<file path="src/gbn_pkg.sv">
`default_nettype none
package gbn_pkg;

  localparam int COORD_W = 20;
  localparam int SCORE_W = 16;
  localparam int AREA_W  = 2 * COORD_W;
  localparam logic [SCORE_W-1:0] THR_RESET = 16'd32768;

  typedef struct packed {
    logic [COORD_W-1:0] left;
    logic [COORD_W-1:0] top;
    logic [COORD_W-1:0] right;
    logic [COORD_W-1:0] bottom;
    logic [SCORE_W-1:0] score;
  } box_t;

  localparam int BOX_W = $bits(box_t);

  typedef enum logic [3:0] {
    STEP_IDLE,
    STEP_INIT,
    STEP_READ,
    STEP_SPAN,
    STEP_INTER,
    STEP_AREA,
    STEP_UNION,
    STEP_MUL_LO,
    STEP_MUL_HI,
    STEP_DECIDE,
    STEP_NEXT,
    STEP_ROUND_END
  } step_t;

  typedef struct packed {
    logic  store;
    step_t step;
  } cmd_t;

  typedef struct packed {
    logic entry_done;
    logic idx_last;
    logic best_valid;
  } stat_t;

endpackage
`default_nettype wire

</file>
<file path="src/gbn_ctrl.sv">
`default_nettype none
module gbn_ctrl (
  input  wire logic          clk,
  input  wire logic          rst_n,
  input  wire logic          start,
  input  wire logic          final_box,
  input  wire gbn_pkg::stat_t stat,
  output logic               busy,
  output gbn_pkg::cmd_t      cmd
);

  typedef enum logic [3:0] {
    S_IDLE, S_INIT, S_READ, S_SPAN, S_INTER, S_AREA, S_UNION,
    S_MLO, S_MHI, S_DECIDE, S_NEXT, S_REND
  } state_t;

  state_t state_r, state_nxt;

  always_comb begin
    state_nxt = state_r;
    unique case (state_r)
      S_IDLE:   if (start && final_box) state_nxt = S_INIT;
      S_INIT:   state_nxt = S_READ;
      // entries already kept or suppressed skip the overlap math
      S_READ:   state_nxt = stat.entry_done ? S_NEXT : S_SPAN;
      S_SPAN:   state_nxt = S_INTER;
      S_INTER:  state_nxt = S_AREA;
      S_AREA:   state_nxt = S_UNION;
      S_UNION:  state_nxt = S_MLO;
      S_MLO:    state_nxt = S_MHI;
      S_MHI:    state_nxt = S_DECIDE;
      S_DECIDE: state_nxt = S_NEXT;
      S_NEXT:   state_nxt = stat.idx_last ? S_REND : S_READ;
      S_REND:   state_nxt = stat.best_valid ? S_INIT : S_IDLE;
      default:  state_nxt = S_IDLE;
    endcase
  end

  always_ff @(posedge clk) begin
    if (!rst_n) begin
      state_r <= S_IDLE;
    end else begin
      state_r <= state_nxt;
    end
  end

  assign busy = (state_r != S_IDLE);

  always_comb begin
    cmd.store = start && (state_r == S_IDLE);
    unique case (state_r)
      S_IDLE:   cmd.step = gbn_pkg::STEP_IDLE;
      S_INIT:   cmd.step = gbn_pkg::STEP_INIT;
      S_READ:   cmd.step = gbn_pkg::STEP_READ;
      S_SPAN:   cmd.step = gbn_pkg::STEP_SPAN;
      S_INTER:  cmd.step = gbn_pkg::STEP_INTER;
      S_AREA:   cmd.step = gbn_pkg::STEP_AREA;
      S_UNION:  cmd.step = gbn_pkg::STEP_UNION;
      S_MLO:    cmd.step = gbn_pkg::STEP_MUL_LO;
      S_MHI:    cmd.step = gbn_pkg::STEP_MUL_HI;
      S_DECIDE: cmd.step = gbn_pkg::STEP_DECIDE;
      S_NEXT:   cmd.step = gbn_pkg::STEP_NEXT;
      S_REND:   cmd.step = gbn_pkg::STEP_ROUND_END;
      default:  cmd.step = gbn_pkg::STEP_IDLE;
    endcase
  end

endmodule
`default_nettype wire

</file>
<file path="config.mk">
export PLATFORM = sky130hd
export DESIGN_NAME = gbn_ctrl
export DESIGN_NICKNAME = d
export VERILOG_FILES = /design/src/gbn_pkg.sv /design/src/gbn_ctrl.sv
export SDC_FILE = /design/constraint.sdc
export NUM_CORES = 1
export LEC_CHECK = 0
export BUFFER_PORTS_ARGS = -buffer_cell sky130_fd_sc_hd__buf_2
export CELL_PAD_IN_SITES_DETAIL_PLACEMENT = 1
export CELL_PAD_IN_SITES_GLOBAL_PLACEMENT = 1
export CORE_AREA = 2 2 39 41
export CTS_CLUSTER_SIZE = 40
export DETAILED_ROUTE_END_ITERATION = 8
export DIE_AREA = 0 0 41 43
export PLACE_DENSITY_LB_ADDON = 0.08
export SYNTH_ARGS = -nofsm -noshare
export SYNTH_HDL_FRONTEND = slang
export SYNTH_SLANG_ARGS = --single-unit
export TNS_END_PERCENT = 100
</file>
<file path="constraint.sdc">
create_clock -name clk -period 3.5 [get_ports clk]
set_clock_uncertainty 0.15 [all_clocks]
set_input_delay 0.525 -clock clk [delete_from_list [all_inputs] [get_ports clk]]
set_output_delay 0.525 -clock clk [all_outputs]
set_load 0.03 [all_outputs]
</file>
# Word level (Yosys, flattened, before mapping)
# Memories as Yosys holds them, arrays and structs flattened. A register that Yosys moved wholly into a read port is not among the register bits.
# Index checks and enable logic that the tools add are counted.
# word_totals
regBits,4
mem_bits_ro,64
input_bits,7
output_inout_bits,6
n_memories,1
# classes
n_eq_ne,12
muxes,7
reduce_logical,4
# memory_table
name,words,word_bits,rd,rd_clocked_by_memory_dff,write_ports,line,rtl
(no name shown),16,4,1,1,0,gbn_ctrl.sv:51,unique case (state_r)
# ops
cell,count
case mux 4 bit (12 select lines),1
two-way mux 4 bit,5
equality test 4 x 3 -> 1 bit (second input constant),4
equality test 4 bit (second input constant),4
equality test 4 x 2 -> 1 bit (second input constant),2
equality test 4 x 1 -> 1 bit (second input constant),1
zero test 4 bit,1
nonzero test 4 bit,1
logical AND 1 bit,2
inequality test 2 bit (second input constant),1
two-way mux 1 bit,1

# Logic depth before layout (Yosys ltp)
# Gate-level depths: netlist of run 1.
# logic_depth
depth_word,5
mapped_depth,4
mapped_depth_nobuf,3

# Worst setup path before layout of run 1
# No wires, ideal clock.
# synth_timing
path_type,register to output
from,reg state_r[0]
to,out cmd[4] (netlist bit)
arrival_ns,1.462
path_slack_ns,1.363
path_stages_with_launch,4
n_path_buf,1
path_cell_list,dfxtp_1 > buf_6 > or4_4 > nor2_1
# synth_lines
item,line,rtl
"start, declared",gbn_ctrl.sv:17,"state_t state_r, state_nxt;"
"start signal, assigned",gbn_ctrl.sv:43,state_r <= state_nxt;
"end, declared",gbn_ctrl.sv:9,output gbn_pkg::cmd_t cmd

==> metrics.md, run 1 <==
| Metric | Value |
|---|---|
| Layout Cells excl Fill | 67 |
| Tightest slew margin relative to the limit | 0.783 |
| Hpwl dp | 646 microns |
| Startpoint kind of the worst setup timing path | flip-flop |
| Share of the synthesized area in the top cell type | 0.432 |
| Final wirelength | 860 microns |
| H-tree lvl count | 1 |
| Leading post-synthesis cells by cell area | dfxtp_1 (43%), nor3b_1 (6.1%), xor2_1 (4.7%), nand2_1 (4.1%), a31oi_1 (3.4%) |
| Number of cell rows | 14 |
| Critical-path cell list | or4_4 -> nor2_1 -> buf_2 |
| Worst hold slack | 0.419 ns |
| Overall die height | 43 microns |
| DIE WIDTH | 41 microns |
| Synthesized cell area | 370 sq um |
| Length of the first detailed-routing pass in iterations | 4 |
| Weighted congestion at the end of routability-driven global placement | 0.722 |
| Count of endpoints failing setup in the final report | 0 |
| Overall via count from detail_route | 325 |
| Overall routing resource usage | 0.123 |
| Yosys warning total | 0 |
| Net count of the mapped netlist | 46 |
| Power per Cell Area | 924 nW/um^2 |
| Register-to-register setup slack | 1.94 ns |
| Dominant cell by count in the synthesized netlist | dfxtp_1 |
| Setup crit end kind | primary output |
| Critical R2R Launch | state_r[3] |
| Via/cell ratio | 4.85 |
| Post-cts resize count | 0 |
| Highest-delay cell along the critical path | or4_4 |
| Max-cap violations | 0 |
| Residual antenna-violating net count after detailed routing | 0 |
| Filler cell count in the final layout | 181 |
| Biggest cell delay along the critical path | 0.57 ns |
| Crit path max fanout | 10 |
| Initial antenna violation count | 0 |
| Share of synthesized flip-flops with an asynchronous set or reset | 0 |
| Root Driver | clkbuf_4 |
| Total of hold buffers inserted after clock tree synthesis | 0 |
| Arrival time at the worst endpoint | 1.53 ns |
| Number of instances in the synthesized netlist | 39 |
| RSZ-0062 raised after global routing | false |
| Pre-CTS setup slack | 1.55 ns |
| Final critical-path share of the clock period | 0.630 |
| Number of violations reported at the end of detailed-routing iteration 0 | 4 |
| Core Box Area | 1380 sq um |
| IR Drop Worst-Case VDD | 0.000223 V |
| Worst setup path category | flip-flop to primary output |
| Sum of negative setup slack | 0 ns |
| Most instantiated cells after synthesis | dfxtp_1 (8), nand2_1 (4), nor3b_1 (3) |
| Number of buffers inserted during clock tree synthesis | 3 |
| Highest achievable clock rate | 453 MHz |
| Clock slew at reported path FFs | 0.06 ns |
| Initial core utilization | 0.268 |
| Crit path launch | state_r[3] |
| # IOs | 13 |
| NumNets Final | 60 |
| Core utilization of the finished layout | 0.326 |
| Wire length per cell | 12.8 microns |
| Worst-margin pin slew | 0.325 ns |
| Placed cell count | 64 |
| Max clock buf depth | 2 |
| Clock sinks | 8 |
| Run status | finished, final reports clean |
| Setup slack of the critical path after layout | 1.29 ns |
| Area used by multi-input combinational logic | 185 sq um |
| Mapped Avg Cell Area | 9.50 sq um |
| Final Hold Vio Count | 0 |
| Overall die area | 1760 sq um |
| Most used DFF post-synth | dfxtp_1 |
| Class of the tightest hold or removal check | input pin to flip-flop |
| Post-synth top area cell | dfxtp_1 |
| Skew-Pair Late Insertion Delay | 0.25 ns |
| CTS tree | yes |
| Ratio of cells with drive above 1 in the final layout | 0.353 |
| Global-route wire length before repair | 1.38 mm |
| Post-synthesis cell type count | 21 |
| Post-synth EDFFs | 0 |
| ANT cells | 0 |
| Seq/Total Area, Yosys | 0.432 |
| Area growth from synthesis to layout | 22.0% |
| Post-CTS Setup Bufs | 0 |
| DRC violations left | 0 |
| Leakage | 0.196 nW |
| Startpoint of the worst hold path | rst_n |
| Number of global-route vias before repair | 333 |
| Total congestion overflow after global routing | 0 |
| Maximum number of pins on one net before global-route repair | 11 |
| Footprint of the flip-flops and latches | 160 sq um |
| Required arrival time at the worst endpoint | 2.82 ns |
| Register bit total from synthesis | 8 |
| Final critical-path required period | 2.21 ns |
| Max Slew Vio Count | 0 |
| Number of I/O port buffers | 12 |
cell usage in the layout, fill, tap and decap left out, types with 2 or more instances in the layout:
cell type  instances
a21oi_1            2
a31oi_1            2
and3_1             2
buf_2             12
clkbuf_4           3
dfxtp_1            8
nand2_1            4
nor2_1             2
nor3b_1            3
xor2_1             2
cell families (layout without fill, tap and decap cells):
group / Yosys count / count (layout) / synth area share
AOI/OAI and AO/OA: 8 / 8 / 0.155
xor gates and xnor gates: 2 / 2 / 0.0473
buffers and inverters: 4 / 16 / 0.0676
DFF: 8 / 8 / 0.432
and+or+nand+nor: 17 / 17 / 0.297
path summary, 6_finish.rpt:
kind | end | depth (start not counted)
max | cmd[4] | 3
min | state_r[1] | 2
max reg2reg | state_r[0] | 3
min reg2reg | state_r[2] | 1
layout make-up:
class	instances	area share
multi-input combinational	27	0.410
tap	16	0.0443
timing repair buffer	12	0.133
inverter	1	0.00831
sequential	8	0.355
clock buffer	3	0.0499
where the power goes:
group | leakage [nW] | switching [mW] | internal (mW)
combinational | 0.117 | 0.115 | 0.0740
clock | 0.0138 | 0.0334 | 0.0394
sequential | 0.0653 | 0.0361 | 0.120
total | 0.196 | 0.184 | 0.233
flip-flops by register name, indices dropped and copies added, names as in the netlist:
signal	flops
cmd	4
state_r	4
per-layer routing:
metal / track usage / wire length [microns] / share of wire / vias up
li1: - / - / - / 163
met1: 0.150 / 389 / 0.45 / 153
met2: 0.159 / 420 / 0.49 / 9
met3: 0.0524 / 50 / 0.058 / 0
met4: 0.100 / 0 / 0 / 0
met5: 0 / 0 / 0 / -
worst max-delay path: cells and delay by family (launching register included):
| kind | cells | cell delay (ns) |
|---|---|---|
| buffers and inverters | 1 | 0.20 |
| and+or+nand+nor | 2 | 0.67 |
| DFF | 1 | 0.40 |
per-stage QoR:
| stage | power, mW | cell area [sq um] |
|---|---|---|
| 5_1_grt | 0.451 | 452 |
| 3_5_place_dp | 0.349 | 429 |
| 4_1_cts | 0.424 | 452 |
| 6_report | 0.417 | 452 |
| 3_3_place_gp | 0.343 | 429 |
| 2_1_floorplan | 0.310 | 370 |
Note: power is estimated with default switching activity, not from simulation.
==> run 2: changes to the inputs <==
==> constraint.sdc (replaced) <==
create_clock -name clk -period 1.9 [get_ports clk]
set_clock_uncertainty 0.15 [all_clocks]
set_input_delay 0.285 -clock clk [delete_from_list [all_inputs] [get_ports clk]]
set_output_delay 0.285 -clock clk [all_outputs]
set_load 0.03 [all_outputs]
==> run 2 against run 1 <==
  * Combinational power rose by 110%
  * Clock power increased by 71%
  * Sequential share of layout area shrank 1.1 points
  * Final area is 4.2% higher
  * Sequential cell count unchanged
  * Critical path type unchanged
  * Largest cell class unchanged
  * Highest routed layer is now met4
==> metrics.md, run 2 (synthesis gave the netlist of run 1 again) <==
| Metric | Value |
|---|---|
| Overall die area | 1760 sq um (unchanged) |
| Final total power | 781 uW (+87%) |
| Total congestion overflow after global routing | 0 (unchanged) |
| Critical R2R Launch | state_r[0] |
| Core Box Area | 1380 sq um (unchanged) |
| Capture point of the worst reg-to-reg path | state_r[0] |
| Filler cell count in the final layout | 176 (-2.8%) |
| Run status | finished, final reports clean |
| Number of buffers inserted during clock tree synthesis | 3 (unchanged) |
| Power per Cell Area | 1660 nW/um^2 (+80%) |
| Top Family by Delay on Critical Path | simple AND/OR/NAND/NOR gates |
| Length of the first detailed-routing pass in iterations | 2 (-2) |
| Highest achievable clock rate | 553 MHz |
| Hpwl dp | 629 microns (-2.6%) |
| Fin area | 470 sq um (+4.2%) |
| Root Driver | clkbuf_4 |
| Startpoint of the worst hold path | rst_n |
| Residual antenna-violating net count after detailed routing | 0 (unchanged) |
| Class of the tightest hold or removal check | input pin to flip-flop |
| Overall die height | 43 microns (unchanged) |
| Worst setup path category | flip-flop to primary output |
| CTS tree | yes |
| Clock sinks | 8 (unchanged) |
| ANT cells | 0 (unchanged) |
| Number of violations reported at the end of detailed-routing iteration 0 | 5 (+1) |
| Total of hold buffers inserted after clock tree synthesis | 0 (unchanged) |
| Final critical-path share of the clock period | 0.953 |
| Worst hold path endpoint | cmd[1] |
| Number of global-route vias before repair | 277 (-17%) |
| Weighted congestion at the end of routability-driven global placement | 0.702 (-2.8%) |
| Hold-critical path depth | 2 (unchanged) |
| Skew-Pair Late Insertion Delay | 0.25 ns (about the same) |
| Crit path max fanout | 9 (-1) |
| Most frequent cells in the layout | buf_2 (11), dfxtp_1 (7), nand2_1 (4) |
| Clock slew at reported path FFs | 0.05 ns (about the same) |
| Via/cell ratio | 4.64 (-4.4%) |
| Total number of cells along the worst setup path | 3 (unchanged) |
| DRC violations left | 0 (unchanged) |
| Ratio of cells with drive above 1 in the final layout | 0.396 (+0.0433) |
| Tightest slew margin relative to the limit | 0.835 (+0.0514) |
| Max-cap violations | 0 (unchanged) |
| Count of endpoints failing setup in the final report | 0 (unchanged) |
| Register-to-register setup slack | 0.37 ns (-1.57 ns) |
| Area growth from synthesis to layout | 27.0% |
| Final wirelength | 780 microns (-9.3%) |
| Buffer and inverter count on the worst path | 1 (unchanged) |
| Biggest cell delay along the critical path | 0.51 ns (-0.06 ns) |
| Wire length per cell | 11.3 microns (-12%) |
| Arrival time at the worst endpoint | 1.37 ns (-0.16 ns) |
| Final critical-path required period | 1.81 ns |
| Post-CTS Setup Bufs | 0 (unchanged) |
| Required arrival time at the worst endpoint | 1.46 ns (-1.36 ns) |
| Initial core utilization | 0.268 (unchanged) |
| Number of I/O port buffers | 12 (unchanged) |
| Final Hold Vio Count | 0 (unchanged) |
| Leading cell type in the layout, fill and taps excluded | buf_2 |
| RSZ-0062 raised after global routing | false |
| DIE WIDTH | 41 microns (unchanged) |
| Leakage | 0.208 nW (+5.9%) |
| Worst-margin pin slew | 0.248 ns (-0.0770 ns) |
| Overall routing resource usage | 0.113 (-0.00964) |
| Sum of negative setup slack | 0 ns (unchanged) |
| Maximum number of pins on one net before global-route repair | 10 (-1) |
| Critical-path cell list | or4_4 -> nor2_1 -> buf_4 |
| Cell area reported after detailed placement | 444 sq um (+3.5%) |
| H-tree lvl count | 1 (unchanged) |
| Startpoint kind of the worst setup timing path | flip-flop |
| IR Drop Worst-Case VDD | 0.000639 V (+190%) |
| Setup crit end kind | primary output |
| Overall via count from detail_route | 320 (-1.5%) |
| Initial antenna violation count | 0 (unchanged) |
| Number of cell rows | 14 (unchanged) |
| Max clock buf depth | 2 (unchanged) |
| NumNets Final | 62 (+3.3%) |
| Highest-delay cell along the critical path | or4_4 |
| Worst Reg2Reg Path Length in Cells | 4 (+1) |
| # IOs | 13 (unchanged) |
| Max Slew Vio Count | 0 (unchanged) |
| Global-route wire length before repair | 1.26 mm (-8.6%) |
-- run 2: how the worst max path moves through the flow --
stage               slack (ns)      to       start
floorplan                0.003  cmd[4]  state_r[0]
global placement          0.29  cmd[4]  state_r[1]
detailed placement        0.27  cmd[4]  state_r[1]
CTS                       0.02  cmd[4]  state_r[1]
global route              0.02  cmd[4]  state_r[1]
finish                    0.09  cmd[4]  state_r[1]
-- run 2: through the flow --
| step | hold slack (ns) | worst slack (ns) | std cells | utilization |
|---|---|---|---|---|
| 4_1_cts | 0.173 | 0.0199 | 69 | 0.339 |
| 5_1_grt | 0.182 | 0.0207 | 69 | 0.340 |
| 2_1_floorplan | 0.281 | 0.00292 | 39 | - |
| 3_5_place_dp | 0.437 | 0.266 | 66 | 0.321 |
| 3_3_place_gp | 0.429 | 0.288 | 66 | 0.321 |
| 6_report | 0.173 | 0.0902 | 69 | 0.340 |
-- run 2: where the power goes --
part	leakage, nW	internal (mW)	total, mW	switching (mW)
Sequential	0.0657	0.223	0.265	0.0415
Combinational	0.128	0.158	0.392	0.234
Clock	0.0138	0.0719	0.124	0.0522
-- run 2: layout make-up --
| class | instances | area, sq um | share of cell area |
|---|---|---|---|
| well taps | 16 | 20.0 | 0.0426 |
| clock buffers | 3 | 22.5 | 0.0479 |
| flip-flops and latches | 8 | 161 | 0.343 |
| inverters | 1 | 3.75 | 0.00798 |
| repair buffers | 14 | 77.6 | 0.165 |
| multi-input cells | 27 | 185 | 0.394 |
-- run 2: repair_timing --
action / 4_1_cts / 5_1_grt
endpoints found under the hold margin: 0 / 0
endpoints found under the setup margin: 1 / 1
gates resized for setup: 1 / 1
gates cloned: 0 / 0
-- run 2: routing by layer --
metal | global-route usage | wire [microns] | part of all wire | vias to the layer above
met5 | 0 | 0 | 0 | -
met4 | 0.0800 | 11 | 0.014 | 0
met3 | 0.0681 | 43 | 0.055 | 2
met2 | 0.138 | 354 | 0.45 | 9
met1 | 0.141 | 371 | 0.48 | 140
li1 | - | - | - | 169
